## config.mk

```make
export PLATFORM = sky130hd
export DESIGN_NAME = mcrf_match
export DESIGN_NICKNAME = d
export VERILOG_FILES = /design/src/rtl/core/mcrf_pkg.sv /design/src/rtl/core/mcrf_match.sv
export SDC_FILE = /design/constraint.sdc
export NUM_CORES = 1
export LEC_CHECK = 0
export ABC_AREA = 1
export ABC_CLOCK_PERIOD_IN_PS = 1900
export BUFFER_PORTS_ARGS = -buffer_cell sky130_fd_sc_hd__buf_2
export CORE_AREA = 5 5 148 150
export DETAILED_ROUTE_END_ITERATION = 10
export DIE_AREA = 0 0 153 155
export PLACE_DENSITY_LB_ADDON = 0.08
export SLEW_MARGIN = 0
export SYNTH_ARGS = -nofsm -noshare
export SYNTH_HDL_FRONTEND = slang
export SYNTH_SLANG_ARGS = --single-unit
```

## constraint.sdc

```tcl
create_clock -name vclk -period 1.9
set_input_delay 0.38 -clock vclk [all_inputs]
set_output_delay 0.38 -clock vclk [all_outputs]
set_load 0.05 [all_outputs]
```

## src/rtl/core/mcrf_pkg.sv

```systemverilog
`timescale 1ns / 1ps

package mcrf_pkg;

   localparam int unsigned ID_W    = 32;
   localparam int unsigned FLAG_W  = 32;
   localparam int unsigned METRIC_W = 32;
   localparam int unsigned STAMP_W = 64;
   localparam int unsigned COUNT_W = 7;

   localparam logic CMD_INSERT = 1'b0;
   localparam logic CMD_SEARCH = 1'b1;

   localparam logic STATUS_OK   = 1'b0;
   localparam logic STATUS_FULL = 1'b1;

   typedef struct packed {
      logic                cmd;
      logic [ID_W-1:0]     node_id;
      logic [FLAG_W-1:0]   flags;
      logic [METRIC_W-1:0] complexity;
      logic [METRIC_W-1:0] performance;
      logic [STAMP_W-1:0]  stamp;
   } req_type;

   typedef struct packed {
      logic [ID_W-1:0]    match_id;
      logic               match_valid;
      logic               status;
      logic [COUNT_W-1:0] match_count;
      logic               last;
   } rsp_type;

   // One stored table entry.
   typedef struct packed {
      logic [ID_W-1:0]     node_id;
      logic [FLAG_W-1:0]   flags;
      logic [METRIC_W-1:0] complexity;
      logic [METRIC_W-1:0] performance;
      logic [STAMP_W-1:0]  stamp;
   } rec_type;

endpackage

```

## src/rtl/core/mcrf_match.sv

```systemverilog
`timescale 1ns / 1ps

module mcrf_match (
   input  mcrf_pkg::rec_type rec,
   input  mcrf_pkg::req_type crit,
   output logic              hit
);
   import mcrf_pkg::*;

   logic flag_ok;
   logic cx_ok;
   logic pf_ok;
   logic st_ok;

   // A zero mask accepts every record.
   assign flag_ok = (crit.flags == '0) || ((rec.flags & crit.flags) != '0);
   assign cx_ok   = rec.complexity  >= crit.complexity;
   assign pf_ok   = rec.performance >= crit.performance;
   assign st_ok   = rec.stamp       >= crit.stamp;
   assign hit     = flag_ok && cx_ok && pf_ok && st_ok;

endmodule
```

### Word level (Yosys, flattened, before mapping)

Index checks and enable logic that the tools add are counted.

* flip-flop bits (word level): 0
* bits of input ports: 385
* output and inout port bits: 1
* logic and storage cells: 10

* $lt $le $gt $ge: 3
* bitwise operators: 1
* reductions and logical operators: 6

Operators with widths (count)
* 32-bit >= comparator: 2
* 64-bit >= comparator: 1
* 32-bit AND: 1
* 32-bit zero test: 1
* 32-bit nonzero test: 1
* 1-bit logical AND: 3
* 1-bit logical OR: 1

### Depth between registers and ports, before layout

Gate-level depths: netlist of the first run.

* word-level depth: 6
* depth in mapped cells: 15
* gate-level depth less buffers: 15

### Worst setup path after synthesis of the first run

Ideal clock, no wire load.

* path kind: input to output
* from: input crit[87] in the netlist's numbering
* to: output hit
* data arrival time: 1.959 ns
* data required time: 1.520 ns
* path slack: -0.439 ns
* cell stages on the path: 10
* path buffers: 0
* cell sequence: inv_1 ha_1 nand2_2 nor3_2 nand3_1 nor2_2 nand4_1 nand3_1 nand2_1 nor2_1

* word-level cells in the longest chain between the ends: 3

Ends and longest elaborated chain
* start, declared: RTL line mcrf_match.sv:5 `input mcrf_pkg::req_type crit,`
* 32-bit >= comparator: RTL line mcrf_match.sv:18 `assign pf_ok = rec.performance >= crit.performance;`
* 1-bit logical AND (2 in a row): RTL line mcrf_match.sv:20 `assign hit = flag_ok && cx_ok && pf_ok && st_ok;`
* end, declared: RTL line mcrf_match.sv:6 `output logic hit`

No other way between the ends.

### Final worst setup path of the first run

* from: input crit[7] in the netlist's numbering
* to: output hit

* word-level cells in the longest chain between the ends: 2

Ends and longest elaborated chain
* 64-bit >= comparator: RTL line mcrf_match.sv:19 `assign st_ok = rec.stamp >= crit.stamp;`
* 1-bit logical AND: RTL line mcrf_match.sv:20

No other way between the ends.

==> results.yml, run 1 <==
timing:
  whs_ns: 1.54
  tns_ns: -0.253
  timing.fmax_ghz: 0.465
  rsz0062_at_grt: "true"
  period_needed_ns: 2.15
  setup_violations: 1
  finalHoldViolCount: 0
  period_share: 1.13
  tightest_slew_ns: 0.241
  drv_slew: 0
  setup_ws_ns: -0.253
  slew_headroom: 0.839
synth:
  synthMuxAreaShare: 0
  netlist_top_cells_count: "nand2_1, inv_1, ha_1"
  synth_xor_area_frac: 0
  synth_area_um2: 3760
  synthCells: 643
  synth_fa_ha_area_frac: 0.426
  synth-compound-area-share: 0.121
  avgSynthCellArea_um2: 5.85
  syn-num-nets: 1156
  synth_area_leaders: "ha_1, nand2_1, inv_1"
  synth_top_area_share: 0.426
  synth_cell_types: 23
  synth_top_family_by_area: "adder cells"
  synth-simple-area-share: 0.293
  yosysSeqAreaShare: 0
  yosysTopAreaCell: "ha_1"
  synth_warnings: 0
  yosysMostFrequentCell: "nand2_1"
routing:
  route.vias.total: 5051
  viasPerCell: 4.02
  detail-route-antenna-nets: 0
  drt_iter0_drc: 100
  drt_wl_total_mm: 15.5
  wire_per_inst_um: 12.4
  first_pass_iters: 6
  drc: 0
clock_network:
  holdBufCountCts: 0
grt:
  globalRouteTotalUtil: 0.119
  antenna_found_initial: 1
  grt_max_degree: 4
  grt_pass1_vias: 5100
  grt-ovfl-total: 0
  grt_pass1_wl_mm: 23.7
worst_setup_path:
  crit_fanout: 2
  worstPathCellList: "buf_2 > inv_1 > ha_4 > a21o_1 > nor2_1 > nand2_1 > nand2_1 > nand2_2 > nand2_2 > nand2_4 > a21oi_4 > nor2_4 > buf_12"
  crit_path_top_delay_cell: "ha_4"
  critPathLaunch: "crit[7]"
  path_class: "in -> out"
  cp.arrival_ns: 1.77
  crit_path_max_incr_delay_ns: 0.21
  cp-end-kind: "primary output"
  worst_setup_path_start_kind: "primary input"
  worst_ep_required_time_ns: 1.52
  crit_end: "hit"
die:
  die_y_um: 155
  dieArea_um2: 23700
  rows: 53
  die_x_um: 153
  num_io_pins: 386
  core_area_um2: 20600
  start_util: 0.183
finish:
  syn2layout_area_growth_pct: 80.8
  regArea_um2: 0
  layout-drive-gt1-share: 0.507
  fillers: 2282
  antennaDiodeCount: 0
  final_area_um2: 6810
  design.seq.count: 0
  stdcell_count: 1256
  clock_buffers: 0
  nets: 1496
worst_hold_path:
  hp-class: "in -> out"
placed_design:
  dp_hpwl_mm: 14.4
  gp_congestion: 0.809
  io_buffers: 321
  place_area_um2: 5970
  dp.cells: 1252
power_and_ir_drop:
  pwr-share-clk: 0
  switching_share: 0.479
  power_density_nw_per_um2: 198
  leakage_nw: 3.97
  total_power_mw: 1.35
  internal-power_mw: 0.701
  p_seq_frac: 0
  p_sw_mw: 0.644
  pwr-share-comb: 1.000
  peakVddDrop_mv: 0.0801
outcome:
  violations: "negative setup slack"
  status: "finished, violations left"
flow_run:
  maxCapViolCount: 0
[metrics by stage]
stage / setup slack, ns / util
after global routing: -0.381 / 0.331
after floorplan: -0.0440 / -
after global placement: -0.365 / 0.290
final: -0.253 / 0.331
after detailed placement: -0.356 / 0.290
after CTS: -0.327 / 0.304
[critical path, delay by kind of cell]
| family | cells | cell delay (ns) |
|---|---|---|
| and+or+nand+nor | 7 | 0.53 |
| adders and majority gates | 1 | 0.21 |
| AOI/OAI and AO/OA | 2 | 0.33 |
| buffers and inverters | 3 | 0.31 |
[layout make-up]
cell class,count,area [um2],share of cell area
multi-input combinational,482,3990,0.586
tap,275,344,0.0506
timing repair buffer,338,1860,0.273
inverter,161,619,0.0910
[per-layer routing]
layer  part of all wire  track usage  routed length, um
met1               0.40        0.136               6190
met2               0.52        0.235               8060
met3              0.082       0.0303               1280
met4            0.00051     0.000849                  8
met5            0.00084            0                 13
[what timing repair did]
item                       4_1_cts  5_1_grt
setup buffers                    2        2
setup endpoints to repair        1        1
pin swaps                       29       66
gates resized for setup         46      113
cloned                           0        0
[cell families (layout without fill, tap and decap cells)]
| kind of cell | after synthesis | in the layout |
|---|---|---|
| fa+ha+maj | 128 | 128 |
| buf+inv | 161 | 499 |
| compound gates | 84 | 84 |
| simple gates | 270 | 270 |
[worst min path at each step]
stage          depth (start not counted)  slack, ns       from  endpoint
3_5_place_dp                           9       1.50    rec[63]       hit
5_1_grt                                9       1.61    rec[63]       hit
6_report                               9       1.54    rec[63]       hit
2_1_floorplan                          8       1.30  crit[141]       hit
3_3_place_gp                           9       1.50    rec[63]       hit
4_1_cts                                9       1.48    rec[63]       hit
[power groups by stage]
stage,sequential (mW),combinational (mW),clock [mW]
6_report,0,1.35,0
5_1_grt,0,1.56,0
4_1_cts,0,1.19,0
3_5_place_dp,0,1.12,0
3_3_place_gp,0,1.12,0
2_1_floorplan,0,0.582,0
[placed cells by master (no fill, tap or decap), types with 12 or more instances in the layout]
master / synthesis / layout
nand4_1: 12 / 12
nor2_2: 4 / 13
a21oi_1: 58 / 44
ha_1: 128 / 86
inv_2: 3 / 29
buf_4: 0 / 17
nand2_1: 169 / 138
buf_2: 0 / 303
nand2_2: 1 / 31
ha_4: 0 / 42
inv_1: 157 / 126
a21oi_2: 1 / 13
nor2_1: 63 / 45
buf_6: 0 / 17
Note: power is estimated with default switching activity, not from simulation.
==> run 2: changes to the inputs <==
==> constraint.sdc (replaced) <==
create_clock -name vclk -period 1.9
set_input_delay 0.38 -clock vclk [all_inputs]
set_output_delay 0.38 -clock vclk [all_outputs]
set_load 0.01 [all_outputs]
==> results.yml, run 2 (same netlist as run 1, synthesis figures left out) <==
routing:
  drc: 0
  wire_per_inst_um: 12.1
  route.vias.total: 4896
  first_pass_iters: 4
  detail-route-antenna-nets: 0
  drt_wl_total_mm: 15.2
  viasPerCell: 3.90
  drt_iter0_drc: 112
worst_hold_path:
  hold_start: "rec[63]"
  whs_path_depth: 9
  hp-class: "in -> out"
  hold_path_end: "hit"
power_and_ir_drop:
  total_power_mw: 1.36
  peakVddDrop_mv: 0.0743
  power_density_nw_per_um2: 197
  leakage_nw: 3.97
die:
  die_y_um: 155
  die_x_um: 153
  core_area_um2: 20600
  rows: 53
  dieArea_um2: 23700
  start_util: 0.183
  num_io_pins: 386
finish:
  stdcell_count: 1256
  final_cell_mix: "buf_2, nand2_1, inv_1"
  fillers: 2305
  clock_buffers: 0
  final_common_cell: "buf_2"
  nets: 1496
  syn2layout_area_growth_pct: 83.5
  layout-drive-gt1-share: 0.514
  design.seq.count: 0
  final_area_um2: 6910
  regArea_um2: 0
  antennaDiodeCount: 0
placed_design:
  dp_slack_ns: -0.467
  io_buffers: 321
  gp_congestion: 0.832
  dp.cells: 1255
  dp_hpwl_mm: 13.9
  place_area_um2: 5830
timing:
  period_needed_ns: 2.12
  setup_ws_ns: -0.218
  finalHoldViolCount: 0
  timing.fmax_ghz: 0.472
  tightest_slew_ns: 0.216
  setup_violations: 1
  whs_ns: 1.43
  slew_headroom: 0.855
  period_share: 1.11
  drv_slew: 0
  rsz0062_at_grt: "true"
worst_setup_path:
  crit_path_max_incr_delay_ns: 0.31
  cpMostUsedCell: "nand2_2"
  path_class: "in -> out"
  worst_ep_required_time_ns: 1.52
  cp.arrival_ns: 1.74
  cp-end-kind: "primary output"
  cp_top_family: "simple AND/OR/NAND/NOR gates"
  worst_setup_path_start_kind: "primary input"
  path_buf_inv: 2
  worstPathCellList: "buf_2 > ha_1 > nand2_2 > nor2_2 > nand2_2 > nor2_4 > nand2_2 > nand2_1 > nor2_2 > nand2_2 > a21oi_2 > nor2_1 > buf_4"
  crit_path_top_delay_cell: "ha_1"
  crit_fanout: 2
outcome:
  violations: "negative setup slack"
  status: "finished, violations left"
grt:
  grt_pass1_vias: 4944
  grt_pass1_wl_mm: 22.7
  grt-ovfl-total: 0
  grt_max_degree: 4
  antenna_found_initial: 0
  globalRouteTotalUtil: 0.113
flow_run:
  maxCapViolCount: 0
[run 2: cell count changes in the layout (fill, tap and decap cells not counted), moves of 4 or more]
cell | previous run | this run
nand3_2 | 7 | 3
ha_1 | 86 | 75
ha_4 | 42 | 53
inv_1 | 126 | 130
nand3_1 | 6 | 10
nand2_1 | 138 | 134
[run 2: final cells by class]
type | count | area (um2) | area share
Inverter | 161 | 614 | 0.0889
Multi-Input combinational cell | 482 | 4120 | 0.597
Tap cell | 275 | 344 | 0.0498
Timing Repair Buffer | 338 | 1820 | 0.264
[run 2: report_power, final]
| part | switching [mW] | leakage, nW | total, mW | internal (mW) |
|---|---|---|---|---|
| combinational | 0.648 | 3.97 | 1.36 | 0.712 |
| sequential | 0 | 0 | 0 | 0 |
| clock | 0 | 0 | 0 | 0 |
[run 2: timing repair]
action                     4_1_cts  5_1_grt
pin swaps                       37       80
setup buffers                    0        2
setup endpoints to repair        1        1
resized for setup               62      128
hold buffers                     0        0
[run 2: metrics by stage]
stage	setup TNS, ns	utilization
after floorplan	0	-
after global placement	-0.502	0.284
after detailed placement	-0.467	0.284
after CTS	-0.291	0.298
after global routing	-0.296	0.336
final	-0.218	0.336
[run 2: how the worst max path moves through the flow]
stage / slack, ns / startpoint / endpoint / depth (start not counted)
2_1_floorplan: 0.05 / crit[87] / hit / 10
3_3_place_gp: -0.50 / crit[63] / hit / 13
3_5_place_dp: -0.47 / crit[63] / hit / 13
4_1_cts: -0.29 / crit[61] / hit / 12
5_1_grt: -0.30 / rec[11] / hit / 11
6_report: -0.22 / rec[11] / hit / 13
[run 2: tightest hold or removal path: cells and delay by family]
family / cells / cell delay [ns]
AND/OR/NAND/NOR: 5 / 0.31
AO/OA/AOI/OAI: 1 / 0.04
adder cells (fa/ha/maj): 1 / 0.10
buffers and inverters: 2 / 0.21
[run 2: layer usage]
layer | global-route usage | routed length [um] | vias up
met1 | 0.134 | 6160 | 2002
met4 | 0 | 0 | 0
li1 | - | - | 2711
met2 | 0.216 | 7710 | 183
met3 | 0.0309 | 1350 | 0
met5 | 0 | 0 | -
==> run 3: changes to the inputs <==
--- a/config.mk
+++ b/config.mk
@@ -11,7 +11,8 @@
 export CORE_AREA = 5 5 148 150
 export DETAILED_ROUTE_END_ITERATION = 10
 export DIE_AREA = 0 0 153 155
-export PLACE_DENSITY_LB_ADDON = 0.08
+export MAX_ROUTING_LAYER = met4
+export PLACE_DENSITY = 0.47
 export SLEW_MARGIN = 0
 export SYNTH_ARGS = -nofsm -noshare
 export SYNTH_HDL_FRONTEND = slang
==> results.yml, run 3 (same netlist as run 1, synthesis figures left out) <==
outcome:
  status: "finished, violations left"
  violations: "negative setup slack"
routing:
  drt_iter0_drc: 131
  drc: 0
  wire_per_inst_um: 11.7
  wl_met1_mm: 6.56
  wl_met3_um: 853
  top_layer: "met4"
  route.vias.total: 4890
  drt_wl_total_mm: 14.7
  first_pass_iters: 4
  viasPerCell: 3.90
  detail-route-antenna-nets: 0
  wl_met2_mm: 7.13
die:
  num_io_pins: 386
  start_util: 0.183
  dieArea_um2: 23700
  die_y_um: 155
  core_area_um2: 20600
  die_x_um: 153
  rows: 53
timing:
  setup_ws_ns: -0.247
  tightest_slew_ns: 0.315
  period_needed_ns: 2.15
  period_share: 1.13
  finalHoldViolCount: 0
  drv_slew: 0
  setup_violations: 1
  slew_headroom: 0.788
  rsz0062_at_grt: "true"
  timing.fmax_ghz: 0.466
grt:
  grt_pass1_wl_mm: 22.6
  globalRouteTotalUtil: 0.116
  antenna_found_initial: 1
  grt-ovfl-total: 0
  grt_pass1_vias: 4882
  grt_max_degree: 4
worst_setup_path:
  worst_setup_path_start_kind: "primary input"
  crit_fanout: 3
  cp_top_family: "simple AND/OR/NAND/NOR gates"
  cp.arrival_ns: 1.77
  crit_path_max_incr_delay_ns: 0.30
  crit_path_top_delay_cell: "ha_1"
  cp-end-kind: "primary output"
  worstPathCellList: "buf_2 > inv_1 > ha_1 > nand2_4 > nor3_4 > nand3_2 > nor2_4 > nand4_1 > nand3_2 > nand2_2 > nor2_2 > buf_2"
  worst_ep_required_time_ns: 1.52
  path_class: "in -> out"
  critPathLaunch: "crit[86]"
  path_buf_inv: 3
finish:
  layout-drive-gt1-share: 0.416
  nets: 1492
  final_common_cell: "buf_2"
  syn2layout_area_growth_pct: 65.7
  final_area_um2: 6240
  regArea_um2: 0
  clock_buffers: 0
  fillers: 2333
  final_cell_mix: "buf_2, nand2_1, inv_1"
  design.seq.count: 0
power_and_ir_drop:
  power_density_nw_per_um2: 190
  total_power_mw: 1.18
  peakVddDrop_mv: 0.0851
  leakage_nw: 3.93
placed_design:
  io_buffers: 321
  gp_congestion: 0.860
  dp_hpwl_mm: 13.8
  place_area_um2: 5820
flow_run:
  maxCapViolCount: 0
worst_hold_path:
  hp-class: "in -> out"
  hold_start: "rec[63]"
clock_network:
  holdBufCountCts: 0
-- run 3: final cells by class --
type               count  area [um2]  area share
well taps            275         344      0.0552
inverters            161         604      0.0969
repair buffers       334        1760       0.282
diodes                 1        2.50    0.000401
multi-input cells    482        3530       0.566
-- run 3: worst paths after layout --
path  end  slack [ns]  cells past startpoint
max   hit       -0.25                     12
min   hit        1.45                      9
-- run 3: worst min-delay path: cells and delay by family --
family	cells	cell delay (ns)
AOI/OAI and AO/OA	1	0.04
buffers and inverters	2	0.22
adders and majority gates	1	0.14
and+or+nand+nor	5	0.29
-- run 3: what timing repair did --
| action | CTS | global route |
|---|---|---|
| endpoints found under the hold margin | 0 | 0 |
| gates cloned | 0 | 0 |
| endpoints found under the setup margin | 1 | 1 |
| resized for setup | 50 | 26 |
| buffers inserted | 0 | 0 |
| pin swaps | 25 | 20 |
-- run 3: metal layers --
layer / track usage / vias to the layer above
met5: - / -
met4: 0.00764 / 0
met3: 0.0120 / 8
met2: 0.206 / 171
met1: 0.148 / 2009
li1: - / 2702
-- run 3: power breakdown --
group,total [mW],internal [mW],switching (mW)
combinational,1.18,0.615,0.568
sequential,0,0,0
clock,0.0000000703,0.0000000703,0
-- run 3: per-stage QoR --
| stage | TNS [ns] | setup slack [ns] | utilization | cells | hold WS [ns] |
|---|---|---|---|---|---|
| 6_report | -0.247 | -0.247 | 0.303 | 1253 | 1.45 |
| 5_1_grt | -0.368 | -0.368 | 0.303 | 1253 | 1.56 |
| 3_5_place_dp | -0.411 | -0.411 | 0.283 | 1253 | 1.50 |
| 3_3_place_gp | -0.413 | -0.413 | 0.283 | 1253 | 1.48 |
| 4_1_cts | -0.273 | -0.273 | 0.296 | 1252 | 1.51 |
| 2_1_floorplan | 0 | 0.0488 | - | 643 | 1.22 |
